==> src/sv/trd_pkg.sv <==
// Shared constants, codes and structs of the tile row detiler.
`timescale 1ns / 1ps

package trd_pkg;

	localparam int MAX_WIDTH   = 512;
	localparam int MAX_TILE    = 16;
	localparam int BANK_WORDS  = MAX_WIDTH * MAX_TILE;
	localparam int IDX_W       = $clog2(BANK_WORDS);
	localparam int ADDR_W      = IDX_W + 1;
	localparam int RAM_DEPTH   = 2 * BANK_WORDS;
	localparam int RW_W        = IDX_W + 1;
	localparam int TCNT_W      = (MAX_TILE > 1) ? $clog2(MAX_TILE) : 1;

	localparam int PIX_W       = 32;
	localparam int IW_W        = 10;
	localparam int TW_W        = 5;
	localparam int TH_W        = 5;
	localparam int CFG_IDX_W   = 2;
	localparam int CFG_DATA_W  = 10;

	localparam int QUEUE_DEPTH = 4;
	localparam int QPTR_W      = $clog2(QUEUE_DEPTH);
	localparam int QCNT_W      = QPTR_W + 1;

	localparam logic [CFG_IDX_W-1:0] REG_IMAGE_WIDTH = 2'd0;
	localparam logic [CFG_IDX_W-1:0] REG_TILE_WIDTH  = 2'd1;
	localparam logic [CFG_IDX_W-1:0] REG_TILE_HEIGHT = 2'd2;

	localparam logic [IW_W-1:0] RST_IMAGE_WIDTH = 10'd256;
	localparam logic [TW_W-1:0] RST_TILE_WIDTH  = 5'd1;
	localparam logic [TH_W-1:0] RST_TILE_HEIGHT = 5'd1;

	typedef enum logic [2:0] {
		ST_PIXEL  = 3'd0,
		ST_ACCEPT = 3'd1,
		ST_EMPTY  = 3'd2,
		ST_REJECT = 3'd3,
		ST_LAYOUT = 3'd4
	} status_t;

	typedef struct packed {
		logic [IW_W-1:0] image_width;
		logic [TW_W-1:0] tile_width;
		logic [TH_W-1:0] tile_height;
		logic [RW_W-1:0] row_words;
		logic            layout_ok;
	} layout_t;

	typedef struct packed {
		logic    valid;
		status_t status;
		logic    last;
	} cmd_t;

	typedef struct packed {
		logic [PIX_W-1:0] pixel;
		logic             last;
		status_t          status;
	} result_t;

endpackage

==> src/sv/trd_layout.sv <==
// Configuration registers and the serial layout check (width modulo tile width).
`timescale 1ns / 1ps

module trd_layout (
	input  logic                            clk,
	input  logic                            arst_n,
	input  logic                            cfg_valid,
	input  logic [trd_pkg::CFG_IDX_W-1:0]   cfg_index,
	input  logic [trd_pkg::CFG_DATA_W-1:0]  cfg_data,
	output trd_pkg::layout_t                layout,
	output logic                            busy,
	output logic                            restart
);
	import trd_pkg::*;

	localparam int STEP_W = $clog2(IW_W);
	localparam logic [STEP_W-1:0] LAST_STEP = STEP_W'(IW_W - 1);
	localparam int PROD_W = IW_W + TH_W;

	logic [IW_W-1:0]   iw_q;
	logic [TW_W-1:0]   tw_q;
	logic [TH_W-1:0]   th_q;
	logic              busy_q;
	logic [STEP_W-1:0] step_q;
	logic [TW_W:0]     rem_q;
	logic              ok_q;
	logic [RW_W-1:0]   row_words_q;

	logic              bit_sel;
	logic [TW_W:0]     rem_shift;
	logic [TW_W:0]     rem_next;
	logic              range_ok;
	logic [PROD_W-1:0] prod;
	logic [RW_W-1:0]   rw_cap;

	assign restart = cfg_valid && (cfg_index == REG_IMAGE_WIDTH
		|| cfg_index == REG_TILE_WIDTH || cfg_index == REG_TILE_HEIGHT);

	// one restoring-division step per cycle, MSB of the width first
	always_comb begin
		bit_sel   = iw_q[LAST_STEP - step_q];
		rem_shift = {rem_q[TW_W-1:0], bit_sel};
		if (rem_shift >= {1'b0, tw_q}) begin
			rem_next = rem_shift - {1'b0, tw_q};
		end else begin
			rem_next = rem_shift;
		end
	end

	always_comb begin
		range_ok = (iw_q != '0) && (iw_q <= IW_W'(MAX_WIDTH))
			&& (tw_q != '0) && (tw_q <= TW_W'(MAX_TILE))
			&& (th_q != '0) && (th_q <= TH_W'(MAX_TILE));
		prod = PROD_W'(iw_q) * PROD_W'(th_q);
		if (prod > PROD_W'(BANK_WORDS)) begin
			rw_cap = RW_W'(BANK_WORDS);
		end else if (prod == '0) begin
			rw_cap = RW_W'(1);
		end else begin
			rw_cap = RW_W'(prod);
		end
	end

	always_ff @(posedge clk or negedge arst_n) begin
		if (!arst_n) begin
			iw_q        <= RST_IMAGE_WIDTH;
			tw_q        <= RST_TILE_WIDTH;
			th_q        <= RST_TILE_HEIGHT;
			busy_q      <= 1'b0;
			step_q      <= '0;
			rem_q       <= '0;
			ok_q        <= 1'b1;
			row_words_q <= RW_W'(RST_IMAGE_WIDTH);
		end else if (restart) begin
			unique case (cfg_index)
				REG_IMAGE_WIDTH: iw_q <= cfg_data[IW_W-1:0];
				REG_TILE_WIDTH:  tw_q <= cfg_data[TW_W-1:0];
				REG_TILE_HEIGHT: th_q <= cfg_data[TH_W-1:0];
				default: ;
			endcase
			busy_q <= 1'b1;
			step_q <= '0;
			rem_q  <= '0;
			ok_q   <= 1'b0;
		end else if (busy_q) begin
			rem_q  <= rem_next;
			step_q <= step_q + 1'b1;
			if (step_q == LAST_STEP) begin
				busy_q      <= 1'b0;
				ok_q        <= range_ok && (rem_next == '0);
				row_words_q <= rw_cap;
			end
		end
	end

	assign busy               = busy_q;
	assign layout.image_width = iw_q;
	assign layout.tile_width  = tw_q;
	assign layout.tile_height = th_q;
	assign layout.row_words   = row_words_q;
	assign layout.layout_ok   = ok_q;

endmodule

==> config.mk <==
export PLATFORM = sky130hd
export DESIGN_NAME = trd_layout
export DESIGN_NICKNAME = d
export VERILOG_FILES = /design/src/sv/trd_pkg.sv /design/src/sv/trd_layout.sv
export SDC_FILE = /design/constraint.sdc
export NUM_CORES = 1
export LEC_CHECK = 0
export BUFFER_PORTS_ARGS = -buffer_cell sky130_fd_sc_hd__clkbuf_2
export CORE_ASPECT_RATIO = 0.6
export CORE_MARGIN = 2
export CORE_UTILIZATION = 45
export CTS_BUF_LIST = sky130_fd_sc_hd__clkbuf_8
export DETAILED_ROUTE_END_ITERATION = 10
export HOLD_SLACK_MARGIN = 0.08
export MAX_ROUTING_LAYER = met4
export PLACE_DENSITY = 0.77
export SLEW_MARGIN = 15
export SYNTH_ARGS = -nofsm -noshare
export SYNTH_HDL_FRONTEND = slang
export SYNTH_SLANG_ARGS = --single-unit
export TNS_END_PERCENT = 100
==> constraint.sdc <==
create_clock -name clk -period 5.9 [get_ports clk]
set_clock_uncertainty 0.15 [all_clocks]
set_input_delay 0.59 -clock clk [delete_from_list [all_inputs] [get_ports clk]]
set_output_delay 0.59 -clock clk [all_outputs]
set_load 0.005 [all_outputs]
==> flow_summary.ini, run 1 <==
[sta]
rsz_0062_raised_after_global_routing = false
maxSlewViolCount = 0
finalHoldViolations = 0
max_slew.worst_pin.slew_ps = 993.0
tns_ps = 0
timing.slew.headroom_pct = 33.80
finalCritPeriodShare_pct = 81.36
setup-violations-final = 0
clock.fmax_mhz = 208.3
period_needed_ps = 4800

[yosys]
synthesis.area_sq_um = 3956
netlist.top_cell.by_area = sky130_fd_sc_hd__dfrtp_1
yosysWarnings = 0
synth.cells.most_frequent = sky130_fd_sc_hd__inv_1 (44), sky130_fd_sc_hd__dfrtp_1 (40), sky130_fd_sc_hd__and2_1 (36)
yosys.area.top_type_share_pct = 25.30
synthesis.area_per_instance_sq_um = 9.842
number_of_synthesized_flops_with_an_enable_pin = 0
synth.most_common_cell = sky130_fd_sc_hd__inv_1
dominantRegCellSynth = sky130_fd_sc_hd__dfrtp_1
synth_unique_cells = 52
synth.net_count = 473
synth_seq_cells = 45
ys_async_sr_fraction_pct = 100.0
top_cells_by_area_in_the_synthesized_netlist = sky130_fd_sc_hd__dfrtp_1 (25%), sky130_fd_sc_hd__fa_1 (13%), sky130_fd_sc_hd__ha_1 (9.8%)
synth-seq-area-share_pct = 28.62
post_synth_inst_count = 402

[die]
die_y_um = 76.63
rows = 26
ioPinCount = 52
die_area_sq_um = 9583
core_area_sq_um = 8523
initial_core_util_pct = 46.42
die-width_um = 125.1

[global_route]
gr-usage-all-layers_pct = 20.67
grt_antenna_before_repair = 0
vias_in_the_first_global_route = 3034
grt_pass1_wl_mm = 15.61
grt-ovfl-total = 0
grt_max_degree = 46

[power_and_ir_drop]
p_leak_nw = 2.181
irDropWorstVdd_v = 0.0002744
report.power.total_w = 0.002415
p_per_area_nw_per_um2 = 549.9

[clock_network]
htree_levels = 2
cts.reportedPaths.clkPinSlew_ps = 90
post_cts_buffers = 0
clock_sink_count = 45
cts_tree = yes
numCtsBuffers = 5
hold_fix_buffers_cts = 0
cts.path.max_buffers = 2
post_cts_resize_count = 0
insertion_delay_ps = 310
clk_root_buffer_cell = sky130_fd_sc_hd__clkbuf_8

[routing]
antenna_left = 0
drt_via_density = 5.555
drt-wirelength-per-cell_um = 16.33
routed.top_layer = met4
detailroute.wirelength.met2_mm = 3.678
totalWireLength_mm = 9.147
vias = 3111
routed-wl-met3_um = 653
detail_route.drc_violations = 0
drt_pass1_iterations = 4
detail_route.wirelength.met1_mm = 4.768
drt-initial-drc-count = 215

[setup_path]
crit_fanout = 13
setup.worst_path.start_class = register
cp-end-kind = register
cp_data_arrival_time_ps = 4860
timing_worst_setup_path_type = register to register
timing.critical_path.required_ps = 5960

[layout]
drive_gt1_share_pct = 22.54
multiInputGateArea_sq_um = 2597
nNetsFinal = 518
syn2layout_area_growth_pct = 11.01
fillerInstances = 808
antenna-diode-count = 0
register_area_sq_um = 1132

[placed_design]
io_buffer_count = 51
post-dp-hpwl_mm = 7.320
gp_congestion = 0.9736

[status]
status = finished clean

[job]
timing.max_cap.violations = 0

[hold_path]
min-delay-path-class = input port to async pin
## path summary, 6_finish.rpt
| check | from | end | slack, ps | cells past startpoint |
|---|---|---|---|---|
| setup reg to reg | th_q[4] | row_words_q[2] | 1100 | 13 |
| setup / recovery | th_q[4] | row_words_q[2] | 1100 | 13 |
| min in group clk | row_words_q[8] | row_words_q[8] | 330 | 2 |
| hold / removal | arst_n | row_words_q[0] | 280 | 1 |
| max in group asynchronous | arst_n | iw_q[7] | 4680 | 1 |
| hold reg to reg | row_words_q[8] | row_words_q[8] | 330 | 2 |
## routing by layer
metal,global-route usage (%),vias up
met1,31.62,1510
met5,-,-
met4,2.667,0
met2,28.70,119
met3,4.494,8
li1,-,1474
## sequential cells by signal, summed over array words and instances, names as in the netlist
signal	count
step_q	4
row_words_q	14
busy	1
ok_q	1
tw_q	5
iw_q	10
th_q	5
rem_q	5
## final cells by class
class,count,share of cell area (%)
well taps,112,3.191
repair buffers,53,6.154
multi-input cells,298,59.15
flip-flops and latches,45,25.78
inverters,44,3.761
clock inverters,3,0.3989
clock buffers,5,1.567
## worst max-delay path: stages (launching register included)
cell and delay, ps:
sky130_fd_sc_hd__dfrtp_1 550, sky130_fd_sc_hd__and2_1 240, sky130_fd_sc_hd__fa_1 500, sky130_fd_sc_hd__fa_1 540
sky130_fd_sc_hd__inv_1 50, sky130_fd_sc_hd__fa_1 530, sky130_fd_sc_hd__inv_1 40, sky130_fd_sc_hd__ha_1 370
sky130_fd_sc_hd__a21oi_1 270, sky130_fd_sc_hd__nor3b_1 360, sky130_fd_sc_hd__a21oi_1 200, sky130_fd_sc_hd__o31ai_2 390
sky130_fd_sc_hd__a311oi_4 210, sky130_fd_sc_hd__o31ai_1 290
## cell families after synthesis
kind of cell / synth area share (%)
AOI/OAI and AO/OA: 12.14
DFF: 28.62
muxes: 9.424
xor gates and xnor gates: 4.396
buffers and inverters: 5.724
adders and majority gates: 22.45
and+or+nand+nor: 17.24
## cells in the final DEF, fill, tap and decap left out, drive strengths merged, types with 5 or more instances in the layout
cell / count
nand3: 6
a32o: 5
nor4: 6
o31ai: 10
nand2: 32
o21ai: 5
and2: 36
ha: 31
fa: 25
a21o: 9
nor2: 25
dfstp: 5
dfrtp: 40
inv: 44
mux2: 22
nor3: 6
xnor2: 10
a21oi: 13
xor2: 9
mux2i: 8
clkbuf: 55
## where the power goes
group          total (W)  switching, W  internal [W]
Clock           0.000191      0.000109     0.0000819
Combinational    0.00168      0.000950      0.000734
Sequential      0.000540      0.000134      0.000406
Total            0.00242       0.00119       0.00122
## through the flow
stage                     instances  utilization, %  area, sq um  worst slack, ps  hold slack (ps)
after floorplan                 402               -         3956             1456            144.4
after global placement          552           50.51         4305             1227            312.9
after detailed placement        552           50.51         4305             1120            319.5
after CTS                       560           51.53         4392             1112            332.9
after global routing            560           51.53         4392            802.7            353.8
final                           560           51.53         4392             1100            284.5
Note: power is estimated with default switching activity, not from simulation.
==> run 2, diff against run 1 <==
- ABC_AREA: unset -> 1
- PLACE_DENSITY: 0.77 -> 0.76
- clock period: 5.9 -> 5 ns (I/O delays scaled with it)
==> flow_summary.ini, run 2 <==
[status]
status = finished clean

[setup_path]
crit_fanout = 13
timing.critical_path.required_ps = 5100
setup.worst_path.start_class = register
cp_data_arrival_time_ps = 4660
timing_worst_setup_path_type = register to register
cp-end-kind = register

[clock_network]
post_cts_buffers = 0
post_cts_resize_count = 0
cts.reportedPaths.clkPinSlew_ps = 80
clk_root_buffer_cell = sky130_fd_sc_hd__clkbuf_8
htree_levels = 2
cts.path.max_buffers = 2
cts_tree = yes
hold_fix_buffers_cts = 0
insertion_delay_ps = 310
numCtsBuffers = 5
clock_sink_count = 45

[die]
die_area_sq_um = 10020
core_area_sq_um = 9054
die_y_um = 78.33
die-width_um = 127.9
rows = 27
initial_core_util_pct = 45.77
ioPinCount = 52

[power_and_ir_drop]
report.power.total_w = 0.002324
p_leak_nw = 2.821
p_per_area_nw_per_um2 = 503.9
irDropWorstVdd_v = 0.0001704

[routing]
vias = 3791
detail_route.drc_violations = 0
drt_pass1_iterations = 6
totalWireLength_mm = 10.00
drt-initial-drc-count = 293
drt-wirelength-per-cell_um = 13.29
antenna_left = 0
drt_via_density = 5.035

[layout]
nNetsFinal = 707
syn2layout_area_growth_pct = 11.29
largest_reg_flops = 14
mostFrequentLayoutCell = sky130_fd_sc_hd__nand2_1
final_core_util_pct = 50.94
drive_gt1_share_pct = 14.29
regMostFlops = row_words_q
antenna-diode-count = 0
top_regs = row_words_q: 14 flops, iw_q: 10 flops
layout.cells.most_common_list = sky130_fd_sc_hd__nand2_1 (182), sky130_fd_sc_hd__inv_1 (129), sky130_fd_sc_hd__clkbuf_2 (50)

[yosys]
yosys.area.top_type_share_pct = 24.15
synth_unique_cells = 33
synthesis.area_sq_um = 4144
synth_seq_cells = 45
top_cells_by_area_in_the_synthesized_netlist = sky130_fd_sc_hd__dfrtp_1 (24%), sky130_fd_sc_hd__nand2_1 (16%), sky130_fd_sc_hd__fa_1 (12%)
ys_async_sr_fraction_pct = 100.0
synth.most_common_cell = sky130_fd_sc_hd__nand2_1
synth-seq-area-share_pct = 27.32
synth.cells.most_frequent = sky130_fd_sc_hd__nand2_1 (182), sky130_fd_sc_hd__inv_1 (128), sky130_fd_sc_hd__dfrtp_1 (40)
dominantRegCellSynth = sky130_fd_sc_hd__dfrtp_1
synth.net_count = 660
number_of_synthesized_flops_with_an_enable_pin = 0
post_synth_inst_count = 589
netlist.top_cell.by_area = sky130_fd_sc_hd__dfrtp_1
synthesis.area_per_instance_sq_um = 7.036
yosysWarnings = 0

[global_route]
gr-usage-all-layers_pct = 21.66
grt_antenna_before_repair = 0
grt_most_used_layer = met1
vias_in_the_first_global_route = 3490
grt-ovfl-total = 0
grt_pass1_wl_mm = 16.71
gr-usage-met3_pct = 4.703
grt_util_met2_pct = 28.56
grt_max_degree = 46
met1_usage_pct = 34.16

[sta]
maxSlewViolCount = 0
holdWs_ps = 197.8
max_slew.worst_pin.slew_ps = 1016
period_needed_ps = 4563
tns_ps = 0
setup-violations-final = 0
finalHoldViolations = 0
timing.slew.headroom_pct = 32.30
finalCritPeriodShare_pct = 91.26
rsz_0062_raised_after_global_routing = false
clock.fmax_mhz = 219.2

[placed_design]
io_buffer_count = 51
gp_congestion = 0.9186
post-dp-hpwl_mm = 8.192

[hold_path]
min-delay-path-class = input port to async pin

[job]
timing.max_cap.violations = 0
run 2: cell types whose count changed in the layout (fill, tap and decap cells not counted), moves of 9 or more:
| cell | before | now |
|---|---|---|
| sky130_fd_sc_hd__nand2_1 | 32 | 182 |
| sky130_fd_sc_hd__o21ai_0 | 3 | 30 |
| sky130_fd_sc_hd__inv_1 | 44 | 129 |
| sky130_fd_sc_hd__nand2_2 | 0 | 17 |
| sky130_fd_sc_hd__a21o_1 | 9 | 0 |
| sky130_fd_sc_hd__nand3_1 | 6 | 30 |
| sky130_fd_sc_hd__nor2_1 | 25 | 35 |
| sky130_fd_sc_hd__mux2_2 | 22 | 1 |
| sky130_fd_sc_hd__o31ai_1 | 9 | 0 |
| sky130_fd_sc_hd__and2_1 | 36 | 1 |
run 2: per-layer routing:
| layer | up-vias | wire [um] | share of wire, % |
|---|---|---|---|
| met2 | 168 | 3786 | 38 |
| met5 | - | 0 | 0 |
| met1 | 1730 | 5023 | 50 |
| met3 | 16 | 1109 | 11 |
| met4 | 0 | 85 | 0.85 |
| li1 | 1877 | - | - |
run 2: worst max-delay path: stages (launching register included):
cell	delay, ps
sky130_fd_sc_hd__dfrtp_1	660
sky130_fd_sc_hd__nand2_1	100
sky130_fd_sc_hd__inv_1	80
sky130_fd_sc_hd__fa_1	440
sky130_fd_sc_hd__fa_1	550
sky130_fd_sc_hd__inv_1	60
sky130_fd_sc_hd__fa_1	520
sky130_fd_sc_hd__inv_1	40
sky130_fd_sc_hd__ha_1	360
sky130_fd_sc_hd__nand2_1	130
sky130_fd_sc_hd__nor2_1	120
sky130_fd_sc_hd__nand3_1	150
sky130_fd_sc_hd__nand2_1	130
sky130_fd_sc_hd__nand2_1	70
sky130_fd_sc_hd__nand2_2	110
sky130_fd_sc_hd__nand3_2	110
sky130_fd_sc_hd__nor2_4	100
sky130_fd_sc_hd__nand2_2	70
sky130_fd_sc_hd__a21oi_4	390
sky130_fd_sc_hd__nand2_2	110
sky130_fd_sc_hd__nand2_2	70
run 2: report_power, final:
group	leakage (nW)	internal (W)	switching [W]
clock	0.0626	0.000161	0.000127
combinational	2.20	0.000539	0.000920
sequential	0.563	0.000457	0.000120
total	2.82	0.00116	0.00117
run 2: cells by family (layout without fill, tap and decap cells):
| kind of cell | after synthesis | in the layout | synth area share (%) |
|---|---|---|---|
| XOR/XNOR | 5 | 5 | 1.057 |
| AND/OR/NAND/NOR | 282 | 282 | 29.05 |
| multiplexers | 1 | 1 | 0.2717 |
| AO/OA/AOI/OAI | 58 | 58 | 7.639 |
| buffers and inverters | 142 | 190 | 13.22 |
| adder cells (fa/ha/maj) | 56 | 56 | 21.44 |
| flip-flops | 45 | 45 | 27.32 |
run 2: final cells by class:
cell class | instances | area, sq um
Tap cell | 116 | 145.1
Sequential cell | 45 | 1132
Timing Repair Buffer | 53 | 270.3
Fill cell | 885 | 4442
Multi-Input combinational cell | 402 | 2464
Clock inverter | 2 | 33.78
Inverter | 129 | 484.2
Clock buffer | 6 | 82.58
run 2: final timing paths:
| path | start | to | slack [ps] | cells past startpoint |
|---|---|---|---|---|
| worst min-delay path | arst_n | row_words_q[13] | 200 | 1 |
| worst max-delay path | th_q[2] | row_words_q[5] | 440 | 20 |
| worst min register to register | row_words_q[8] | row_words_q[8] | 330 | 2 |
| max in group asynchronous | arst_n | th_q[1] | 3850 | 1 |
| min in group clk | cfg_data[8] | iw_q[8] | 250 | 3 |
| worst max register to register | th_q[2] | row_words_q[5] | 440 | 20 |
run 2: stage by stage:
step	setup slack [ps]	instances	area (sq um)
floorplan	877.9	589	4144
global placement	558.2	745	4496
detailed placement	464.7	745	4496
CTS	444.0	753	4612
global route	128.8	753	4612
finish	437.2	753	4612
