--- config.mk ---
export PLATFORM = sky130hd
export DESIGN_NAME = trd_back
export DESIGN_NICKNAME = d
export VERILOG_FILES = /design/src/sv/trd_pkg.sv /design/src/sv/trd_back.sv
export SDC_FILE = /design/constraint.sdc
export NUM_CORES = 1
export LEC_CHECK = 0
export BUFFER_PORTS_ARGS = -buffer_cell sky130_fd_sc_hd__buf_2
export CAP_MARGIN = 20
export CORE_MARGIN = 1.5
export CORE_UTILIZATION = 29
export DETAILED_ROUTE_END_ITERATION = 10
export SLEW_MARGIN = 20
export SYNTH_ARGS = -nofsm -noshare
export SYNTH_HDL_FRONTEND = slang
export SYNTH_SLANG_ARGS = --single-unit
--- constraint.sdc ---
create_clock -name clk -period 2 [get_ports clk]
set_input_delay 0.2 -clock clk [delete_from_list [all_inputs] [get_ports clk]]
set_output_delay 0.2 -clock clk [all_outputs]
set_load 0.02 [all_outputs]
--- src/sv/trd_pkg.sv ---
// Shared constants, codes and structs of the tile row detiler.
`timescale 1ns / 1ps

package trd_pkg;

	localparam int MAX_WIDTH   = 512;
	localparam int MAX_TILE    = 16;
	localparam int BANK_WORDS  = MAX_WIDTH * MAX_TILE;
	localparam int IDX_W       = $clog2(BANK_WORDS);
	localparam int ADDR_W      = IDX_W + 1;
	localparam int RAM_DEPTH   = 2 * BANK_WORDS;
	localparam int RW_W        = IDX_W + 1;
	localparam int TCNT_W      = (MAX_TILE > 1) ? $clog2(MAX_TILE) : 1;

	localparam int PIX_W       = 32;
	localparam int IW_W        = 10;
	localparam int TW_W        = 5;
	localparam int TH_W        = 5;
	localparam int CFG_IDX_W   = 2;
	localparam int CFG_DATA_W  = 10;

	localparam int QUEUE_DEPTH = 4;
	localparam int QPTR_W      = $clog2(QUEUE_DEPTH);
	localparam int QCNT_W      = QPTR_W + 1;

	localparam logic [CFG_IDX_W-1:0] REG_IMAGE_WIDTH = 2'd0;
	localparam logic [CFG_IDX_W-1:0] REG_TILE_WIDTH  = 2'd1;
	localparam logic [CFG_IDX_W-1:0] REG_TILE_HEIGHT = 2'd2;

	localparam logic [IW_W-1:0] RST_IMAGE_WIDTH = 10'd256;
	localparam logic [TW_W-1:0] RST_TILE_WIDTH  = 5'd1;
	localparam logic [TH_W-1:0] RST_TILE_HEIGHT = 5'd1;

	typedef enum logic [2:0] {
		ST_PIXEL  = 3'd0,
		ST_ACCEPT = 3'd1,
		ST_EMPTY  = 3'd2,
		ST_REJECT = 3'd3,
		ST_LAYOUT = 3'd4
	} status_t;

	typedef struct packed {
		logic [IW_W-1:0] image_width;
		logic [TW_W-1:0] tile_width;
		logic [TH_W-1:0] tile_height;
		logic [RW_W-1:0] row_words;
		logic            layout_ok;
	} layout_t;

	typedef struct packed {
		logic    valid;
		status_t status;
		logic    last;
	} cmd_t;

	typedef struct packed {
		logic [PIX_W-1:0] pixel;
		logic             last;
		status_t          status;
	} result_t;

endpackage

--- src/sv/trd_back.sv ---
// Back end: align store read data with its request and queue the results.
`timescale 1ns / 1ps

module trd_back (
	input  logic                       clk,
	input  logic                       arst_n,
	input  trd_pkg::cmd_t              cmd,
	input  logic [trd_pkg::PIX_W-1:0]  ram_rdata,
	input  logic                       pop,
	output logic                       q_full,
	output logic                       empty,
	output trd_pkg::result_t           result
);
	import trd_pkg::*;

	cmd_t              cmd_s1;
	result_t           res_in;
	result_t           slot_q [QUEUE_DEPTH];
	logic [QPTR_W-1:0] wr_ptr_q;
	logic [QPTR_W-1:0] rd_ptr_q;
	logic [QCNT_W-1:0] count_q;
	logic              pop_ok;

	always_comb begin
		res_in.pixel  = (cmd_s1.status == ST_PIXEL) ? ram_rdata : '0;
		res_in.last   = cmd_s1.last;
		res_in.status = cmd_s1.status;
		pop_ok        = pop && (count_q != '0);
		// reserve a slot for the request still in the read stage
		q_full        = (count_q + QCNT_W'(cmd_s1.valid)) >= QCNT_W'(QUEUE_DEPTH);
		empty         = (count_q == '0);
		result        = slot_q[rd_ptr_q];
	end

	always_ff @(posedge clk or negedge arst_n) begin
		if (!arst_n) begin
			cmd_s1   <= '0;
			wr_ptr_q <= '0;
			rd_ptr_q <= '0;
			count_q  <= '0;
		end else begin
			cmd_s1 <= cmd;
			if (cmd_s1.valid) begin
				wr_ptr_q <= wr_ptr_q + 1'b1;
			end
			if (pop_ok) begin
				rd_ptr_q <= rd_ptr_q + 1'b1;
			end
			count_q <= count_q + QCNT_W'(cmd_s1.valid) - QCNT_W'(pop_ok);
		end
	end

	always_ff @(posedge clk) begin
		if (cmd_s1.valid) begin
			slot_q[wr_ptr_q] <= res_in;
		end
	end

endmodule
==> metrics, run 1 <==
routability cong. 0.652; synth cell count leaders edfxtp_1, and2_1, mux4_2; cell count after synthesis 265; Worst setup EP type output pin; H-tree Lvls 4; placed cells just over 600; post-route ant nets 0; clock group share of total power 0.253; Netlist cell types 18; reg2reg end count_q[2]; final net count 422; # fillers 1,874; vias per cell 4.37; VDD IR max 678 uV; IO Port Bufs slightly below 80; Clock Path Buffers 2; Initial Utilization 0.295; fin crit share 0.990; Final WS setup between 0.015 and 0.02 ns; measured slew at the worst slew-check pin 0.479 ns; status completed; FF+latch count, synth 156; cell accounting for the most synthesized area edfxtp_1; 1st-iter DRT viols 134; cts bufs inserted 17; total power 11.8 mW; drt pass-1 iters 4; Final setup viols 0; P_leak 2.75 nW; final std cells w/o fill 656; top cells by area, synth edfxtp_1, mux4_2, dfrtp_1, and2_1, ha_1; wire per inst 18.2 um; startpoint types register; met2 Usage GRT 0.186; Synthesis Warnings 0; met3 Usage GRT 0.0375; Slew HR 0.677; reg2reg start count_q[2]; Die Height 146 um; fin. max-slew vios 0; Comb pwr share 0.368; CP peak stage delay 0.54 ns; CP arrival 1.78 ns; Die W 146 um; layout cells sized above 1 0.422; FMAX 505 MHz; mapped cell area 5960 um^2; area of the multi-input gates 1230 um^2; Mean Syn Cell Area 22.5 um^2; max-cap viol count 0; FFs w/ async S/R, synth 0.0769; Net Sw Frac 0.299; routed wire length 12,000 um; Layout Skew 0.00802 ns; CP max FO 5; syn nets 313; Power per Cell Area 1530 nW/um^2; DRC Markers 0; IO Pins 78; TritonCTS clock tree built; diode count 0; R2R setup slack ~0.48 ns; Synth-to-Final Area Change 29.2%; Hold Startpoint pop; Hold Crit Depth 3; internal power 8.24 mW; CP Cell Sequence buf_12 > buf_16 > mux4_2 > buf_6; first-pass GRT wire length approximately 17,000 um; CTS clk-pin slew, worst paths 0.06 ns; Placed Area 6760 um^2; hold path endpoint rd_ptr_q[0]; GR Util met1 0.134; Synth top area share 0.726; Tmin final 1.98 ns; Skew-Pair Late Insertion Delay 0.41 ns; Switch Pwr around 3.5 mW; Hold WC Path Type in2reg; ys flop type edfxtp_1; vias in the first global route approximately 3,100; RSZ-0062 raised after global routing true; FF/Latch Area 4630 um^2; Finished Cell Area approximately 7700 um^2; register area share after synthesis 0.776; largest net degree at the start of global routing 38; Data required, critical path 1.80 ns; die area roughly 21,000 um^2; Clock Sinks 156; total congestion overflow 0; Crit-path slowest cell mux4_2; cell with the most instances after synthesis edfxtp_1; CTS root buf clkbuf_16; Register-to-Register Path Depth 5; Core Area 20,200 um^2; antenna violations before repair 0; FP Rows between 50 and 60; Setup WS pre-CTS 0.424 ns; Sequential Power Share 0.379; GRT Max-Usage Layer met2; Setup CP Type reg2out; post-DP HPWL about 6600 um; final hold violations 0; total number of vias 2,868; Post-synth EDFFs 144; Total GRT Usage 0.111
[flip-flops by register name, summed over array words and instances (netlist names)]
register  flops
slot_q      144
rd_ptr_q      2
cmd_s1        5
count_q       3
wr_ptr_q      2
[cells by family after synthesis]
group,count (synthesis),synth area share
mux,36,0.136
buf+inv,18,0.0195
flops,156,0.776
compound gates,3,0.00357
simple gates,39,0.0401
xor+xnor,5,0.00735
fa+ha+maj,8,0.0168
[layout make-up]
type                            count  share of cell area
Timing Repair Buffer              101               0.121
Tap cell                          270              0.0439
Clock buffer                       22              0.0577
Clock inverter                      9              0.0127
Multi-Input combinational cell     91               0.160
Sequential cell                   156               0.601
Inverter                            7             0.00341
[through the flow]
step                hold slack [ns]   util  setup TNS [ns]
floorplan                   -0.0956      -               0
global route                 0.0958  0.382           -1.26
CTS                          0.0922  0.366         -0.0712
finish                        0.119  0.382               0
global placement              0.102  0.335               0
detailed placement            0.109  0.335               0
[per-layer routing]
| layer | vias up | share of wire | wire length, um |
|---|---|---|---|
| li1 | 1284 | - | - |
| met1 | 1506 | 0.44 | 5270 |
| met2 | 70 | 0.50 | 6030 |
| met3 | 8 | 0.047 | 567 |
| met4 | 0 | 0.0089 | 107 |
| met5 | - | 0 | 0 |
[power by group through the flow]
stage | registers [mW] | logic [mW] | clock network (mW)
CTS | 4.47 | 3.54 | 3.07
global placement | 4.48 | 3.50 | 0
global route | 4.51 | 4.64 | 3.20
floorplan | 4.46 | 2.41 | 0
finish | 4.45 | 4.33 | 2.98
detailed placement | 4.53 | 3.51 | 0
[worst max-delay path by stage]
| stage | start | slack [ns] | endpoint | cells after the start |
|---|---|---|---|---|
| floorplan | wr_ptr_q[0] | 0.10 | slot_q[0][0] | 3 |
| global placement | rd_ptr_q[0] | 0.45 | result[14] | 3 |
| detailed placement | rd_ptr_q[0] | 0.42 | result[35] | 3 |
| CTS | rd_ptr_q[0] | -0.04 | result[35] | 3 |
| global route | rd_ptr_q[0] | -0.06 | result[35] | 4 |
| finish | rd_ptr_q[0] | 0.02 | result[35] | 4 |
[critical path: cells and delay by family, from the launching register on]
kind,cells,cell delay (ns)
flip-flops,1,0.39
multiplexers,1,0.54
buffers and inverters,3,0.44
[what timing repair did]
item / 4_1_cts / 5_1_grt
setup endpoints to repair: 6 / 36
hold buffers: 6 / 0
pin swaps: 0 / 0
setup buffers: 0 / 3
gates cloned: 0 / 5
endpoints found under the hold margin: 17 / 0
gates resized for setup: 2 / 55
[placed cells by master (no fill, tap or decap), types with 3 or more instances in the layout]
| cell type | instances |
|---|---|
| dfrtp_2 | 3 |
| ha_1 | 8 |
| buf_12 | 7 |
| mux4_2 | 36 |
| buf_2 | 51 |
| edfxtp_1 | 144 |
| dfrtp_1 | 9 |
| buf_6 | 26 |
| inv_1 | 7 |
| clkbuf_16 | 21 |
| clkinv_1 | 3 |
| dlygate4sd3_1 | 6 |
| and2_1 | 32 |
| clkbuf_1 | 5 |
| and2_2 | 4 |
| buf_4 | 5 |
Power figures use the tool's default switching activity.
==> run 2, diff against run 1 <==
==> constraint.sdc (replaced) <==
create_clock -name clk -period 2.3 [get_ports clk]
set_input_delay 0.23 -clock clk [delete_from_list [all_inputs] [get_ports clk]]
set_output_delay 0.23 -clock clk [all_outputs]
set_load 0.02 [all_outputs]
==> metrics, run 2 (synthesized netlist as in run 1, its figures left out) <==
post-DP HPWL 6590 um (about the same); P_leak 2.63 nW (was 2.75 nW); cts bufs inserted 17 (unchanged); final hold violations 0 (unchanged); total congestion overflow 0 (unchanged); Placed Area 6740 um^2 (was 6760 um^2); leading registers by flop count slot_q x144, cmd_s1 x5, count_q x3 (unchanged); Die W 146 um (unchanged); Final setup viols 0 (unchanged); commonest cells after routing, fill and taps aside edfxtp_1, buf_2, mux4_2 (unchanged); CTS clk-pin slew, worst paths 0.06 ns (about the same); vias per cell 4.30 (was 4.37); CP Cell Sequence buf_4 > mux4_2 > buf_2 (was buf_12 > buf_16 > mux4_2 > buf_6); Crit-path slowest cell mux4_2 (unchanged); RSZ-0062 raised after global routing false (was true); reg2reg end slot_q[0][11] (was count_q[2]); vias in the first global route 3,101 (was 3,125); post-route ant nets 0 (unchanged); Clock Path Buffers 2 (unchanged); CP peak stage delay 0.58 ns (was 0.54 ns); diode count 0 (unchanged); drt pass-1 iters 4 (unchanged); FMAX 475 MHz; Hold Startpoint pop (unchanged); Register-to-Register Path Depth 3 (was 5); Core Area 20,200 um^2 (unchanged); Post-CTS Setup Bufs 0 (unchanged); TritonCTS clock tree built (unchanged); final net count 414 (was 422); die area 21,400 um^2 (unchanged); total power 9.65 mW (was 11.8 mW); wire per inst 17.2 um (was 18.2 um); Slew HR 0.625 (was 0.677); max-cap viol count 0 (unchanged); placed cells 611 (unchanged); total number of vias 2,784 (was 2,868); IO Port Bufs 77 (unchanged); first-pass GRT wire length 17,300 um (was 17,400 um); Tmin final 2.10 ns; CP arrival 1.87 ns (was 1.78 ns); Synth-to-Final Area Change 24.3% (was 29.2%); FP Rows 52 (unchanged); Clock Sinks 156 (unchanged); Worst setup EP type output pin (unchanged); antenna violations before repair 1 (was 0); DRC Markers 0 (unchanged); fin. max-slew vios 0 (unchanged); commonest non-fill, non-tap cell in the layout edfxtp_1 (unchanged); final std cells w/o fill 647 (was 656); Fin Setup TNS 0 ns (unchanged); 1st-iter DRT viols 118 (was 134); startpoint types register (unchanged); measured slew at the worst slew-check pin 0.559 ns (was 0.479 ns); reg2reg start cmd_s1[2] (was count_q[2]); Die Height 146 um (unchanged); Hold Crit Depth 3 (unchanged); hold path endpoint rd_ptr_q[0] (unchanged); R2R setup slack 0.63 ns (was 0.48 ns); VDD IR max 582 uV (was 678 uV); Data required, critical path 2.07 ns (was 1.80 ns); Hold WC Path Type in2reg (unchanged); Largest Register slot_q (unchanged); Initial Utilization 0.295 (unchanged); status completed (unchanged); Finished Cell Area 7400 um^2 (was 7690 um^2); Total GRT Usage 0.111 (about the same); H-tree Lvls 4 (unchanged); Layout Skew 0.00719 ns (was 0.00802 ns); CP max FO 16 (was 5); fin crit share 0.915; layout cells sized above 1 0.416 (was 0.422); routability cong. 0.658 (was 0.652); Skew-Pair Late Insertion Delay 0.42 ns (was 0.41 ns); CTS root buf clkbuf_16 (unchanged); IO Pins 78 (unchanged); routed wire length 11,200 um (was 12,000 um); Setup CP Type reg2out (unchanged); largest net degree at the start of global routing 37 (was 38); max reg flops 144 (unchanged); Power per Cell Area 1300 nW/um^2 (was 1530 nW/um^2); worst-case hold slack 0.132 ns (was 0.119 ns)
run 2: changes by cell type in the layout (fill, tap and decap cells not counted), moves of 4 or more:
cell / delta
buf_6: -26
buf_2: +26
clkbuf_16: -4
clkbuf_1: -4
run 2: worst max path at each step:
stage                           start            end  cells past startpoint
final                     rd_ptr_q[0]     result[14]                      3
after global placement    rd_ptr_q[0]     result[14]                      3
after detailed placement    cmd_s1[2]  slot_q[3][20]                      3
after global routing      rd_ptr_q[0]     result[14]                      3
after floorplan           wr_ptr_q[0]   slot_q[0][0]                      3
after CTS                 rd_ptr_q[0]     result[11]                      3
run 2: critical path, delay by kind of cell, from the launching register on:
family	cells	cell delay, ns
buf+inv	2	0.50
flops	1	0.38
mux	1	0.58
run 2: area by class of cell:
type,instances,area (um^2)
repair buffers,93,583
flip-flops and latches,156,4630
inverters,7,26.3
well taps,270,338
multi-input cells,91,1220
clock buffers,18,429
clock inverters,12,173
fillers,1916,12800
run 2: report_power, final:
part | switching (mW) | leakage, nW | internal (mW) | total (mW)
logic | 1.69 | 0.866 | 1.23 | 2.92
clock network | 1.07 | 0.283 | 1.80 | 2.86
registers | 0.154 | 1.48 | 3.71 | 3.86
run 2: metal layers:
layer	part of all wire	up-vias	track usage
li1	-	1260	-
met1	0.43	1448	0.132
met2	0.50	58	0.180
met3	0.054	16	0.0406
met4	0.016	2	0.0485
met5	0.00099	-	0
run 2: through the flow:
step                setup WS, ns  utilization
finish                     0.196        0.367
global route              0.0900        0.367
CTS                        0.136        0.367
detailed placement         0.547        0.334
global placement           0.593        0.334
floorplan                  0.404            -
run 2: timing repair:
item | 4_1_cts | 5_1_grt
gates resized for setup | 0 | 0
hold buffers | 6 | 0
hold endpoints to repair | 17 | 0
==> run 3, diff against run 2 <==
--- a/config.mk
+++ b/config.mk
@@ -5,6 +5,7 @@
 export SDC_FILE = /design/constraint.sdc
 export NUM_CORES = 1
 export LEC_CHECK = 0
+export ABC_AREA = 1
 export BUFFER_PORTS_ARGS = -buffer_cell sky130_fd_sc_hd__buf_2
 export CAP_MARGIN = 20
 export CORE_MARGIN = 1.5
==> metrics, run 3 <==
fin. max-slew vios 0 (unchanged); Die W 152 um (was 146 um); hold buffer count at CTS 6 (unchanged); Total GRT Usage 0.122 (was 0.111); hold path endpoint rd_ptr_q[0] (unchanged); Data required, critical path 2.07 ns (about the same); die area 23,100 um^2 (was 21,400 um^2); antenna violations before repair 0 (was 1); measured slew at the worst slew-check pin 0.519 ns (was 0.559 ns); total number of vias 4,092 (was 2,784); TritonCTS clock tree built (unchanged); Slew HR 0.654 (was 0.625); routed wire length 13,400 um (was 11,200 um); Post-synth EDFFs 144 (unchanged); Crit-path slowest cell dfrtp_1 (was mux4_2); startpoint types register (unchanged); P_leak 3.39 nW (was 2.63 nW); VDD IR max 714 uV (was 582 uV); fin crit share 0.913 (was 0.915); largest net degree at the start of global routing 67 (was 37); top cells by area, synth edfxtp_1, nand2_1, nor2_1, o21ai_0, inv_1 (was edfxtp_1, mux4_2, dfrtp_1, and2_1, ha_1); diode count 0 (unchanged); main combinational cell family by area after synthesis simple AND/OR/NAND/NOR gates (was multiplexers); synth cell count leaders edfxtp_1, nand2_1, nor2_1 (was edfxtp_1, and2_1, mux4_2); Hold Crit Depth 3 (unchanged); leading registers by flop count slot_q x144, cmd_s1 x5, count_q x3 (unchanged); 1st-iter DRT viols 274 (was 118); routability cong. 0.720 (was 0.658); Setup CP Type reg2out (unchanged); register area share after synthesis 0.717 (was 0.776); Tmin final 2.10 ns (about the same); Hold WC Path Type in2reg (unchanged); Post-CTS Setup Bufs 0 (unchanged); total congestion overflow 0 (unchanged); met3 Usage GRT 0.0308 (was 0.0406); post-DP HPWL 8070 um (was 6590 um); cell depth of the worst setup path 6 (was 3); most frequent CP cell ha_1; vias in the first global route 4,116 (was 3,101); DRC Markers 0 (unchanged); final net count 723 (was 414); Largest Register slot_q (unchanged); commonest cells after routing, fill and taps aside edfxtp_1, nand2_1, nor2_1 (was edfxtp_1, buf_2, mux4_2); Mean Syn Cell Area 11.0 um^2 (was 22.5 um^2); R2R setup slack 0.71 ns (was 0.63 ns); FF+latch count, synth 156 (unchanged); GRT Max-Usage Layer met2 (unchanged); Register-to-Register Path Depth 5 (was 3); CP startpoint cmd_s1[4] (was rd_ptr_q[0]); Worst setup EP type output pin (unchanged); Synthesis Warnings 0 (unchanged); Post-Synth Simple-Gate Area 0.139 (was 0.0401); CTS clk-pin slew, worst paths 0.06 ns (about the same); Synth-to-Final Area Change 22.2% (was 24.3%); Clock Sinks 156 (unchanged); H-tree Lvls 4 (unchanged); RSZ-0062 raised after global routing false (unchanged); CP delay by family, top flip-flops (was multiplexers); Adder-Cell Fraction of Synth Area 0.0155 (was 0.0168); Final setup viols 0 (unchanged); CP Cell Sequence ha_1 > ha_1 > or2_2 > nand2_1 > inv_1 > buf_2 (was buf_4 > mux4_2 > buf_2); max reg flops 144 (unchanged); FP Rows 54 (was 52); first-pass GRT wire length 21,600 um (was 17,300 um); worst-case hold slack 0.0899 ns (was 0.132 ns); CP peak stage delay 0.47 ns (was 0.58 ns); FMAX 476 MHz (was 475 MHz); cts bufs inserted 17 (unchanged); commonest non-fill, non-tap cell in the layout edfxtp_1 (unchanged); reg2reg start wr_ptr_q[1] (was cmd_s1[2]); CTS root buf clkbuf_16 (unchanged); mux share of post-synthesis cell area 0 (was 0.136); Synth top area share 0.671 (was 0.726); Fin Setup TNS 0 ns (unchanged); Netlist cell types 17 (was 18); final hold violations 0 (unchanged); layout cells sized above 1 0.189 (was 0.416); Initial Utilization 0.295 (about the same); Clock Path Buffers 2 (unchanged); reg2reg end slot_q[1][29] (was slot_q[0][11]); IO Port Bufs 77 (unchanged); IO Pins 78 (unchanged); CP arrival 1.87 ns (about the same); Die Height 152 um (was 146 um); Hold Startpoint pop (unchanged); Core Area 21,800 um^2 (was 20,200 um^2); Layout Skew 0.00937 ns (was 0.00719 ns); GR Util met1 0.153 (was 0.132); max-cap viol count 0 (unchanged); mapped cell area 6450 um^2 (was 5960 um^2); worst path bufs/invs 2 (unchanged); status completed (unchanged); drt pass-1 iters 4 (unchanged); cell with the most instances after synthesis edfxtp_1 (unchanged); wire per inst 13.9 um (was 17.2 um); cell accounting for the most synthesized area edfxtp_1 (unchanged); Skew-Pair Late Insertion Delay 0.42 ns (about the same); cell count after synthesis 586 (was 265); Power per Cell Area 1300 nW/um^2 (about the same); vias per cell 4.23 (was 4.30); syn nets 634 (was 313); FFs w/ async S/R, synth 0.0769 (unchanged); Synth Area in Compound Gates 0.0567 (was 0.00357); ys flop type edfxtp_1 (unchanged); post-route ant nets 0 (unchanged); met2 Usage GRT 0.202 (was 0.180); xor/xnor share of the synthesized area 0.00136 (was 0.00735); CTS resizes 0 (unchanged); CP max FO 8 (was 16)
[run 3: how the worst max path moves through the flow]
| stage | to | slack [ns] |
|---|---|---|
| 2_1_floorplan | slot_q[0][0] | 0.53 |
| 6_report | q_full | 0.20 |
| 3_5_place_dp | q_full | 0.64 |
| 5_1_grt | result[7] | 0.04 |
| 4_1_cts | q_full | 0.17 |
| 3_3_place_gp | q_full | 0.65 |
[run 3: logic make-up (layout without fill, tap and decap cells)]
| kind of cell | Yosys count | count (layout) |
|---|---|---|
| and+or+nand+nor | 236 | 236 |
| DFF | 156 | 156 |
| buffers and inverters | 112 | 214 |
| AOI/OAI and AO/OA | 73 | 73 |
| adders and majority gates | 8 | 8 |
| xor gates and xnor gates | 1 | 1 |
[run 3: power breakdown]
part           internal, mW  leakage (nW)  switching, mW
clock                  1.73         0.290           1.15
combinational          1.05          1.60           2.41
sequential             3.70          1.50          0.177
[run 3: worst min-delay path: cells and delay by family]
| family | cells | cell delay [ns] |
|---|---|---|
| buf+inv | 1 | 0.12 |
| simple gates | 2 | 0.12 |
[run 3: area by class of cell]
cell class,count,area [um^2]
clock buffers,17,425
well taps,280,350
flip-flops and latches,156,4630
fillers,2164,13900
inverters,86,323
repair buffers,96,593
clock inverters,15,189
multi-input cells,318,1370
[run 3: metrics by stage]
stage | util | std cells | total power, mW | area, um^2 | worst slack (ns)
2_1_floorplan | - | 586 | 6.25 | 6450 | 0.527
3_3_place_gp | 0.330 | 930 | 7.42 | 7210 | 0.649
3_5_place_dp | 0.330 | 930 | 7.46 | 7210 | 0.636
4_1_cts | 0.361 | 968 | 10.4 | 7880 | 0.173
5_1_grt | 0.361 | 968 | 10.9 | 7880 | 0.0426
6_report | 0.361 | 968 | 10.2 | 7880 | 0.201
[run 3: routing by layer]
metal	wire length, um	part of all wire	up-vias
li1	-	-	2073
met1	6180	0.46	1930
met2	6570	0.49	78
met3	530	0.039	11
met4	138	0.010	0
met5	0	0	-
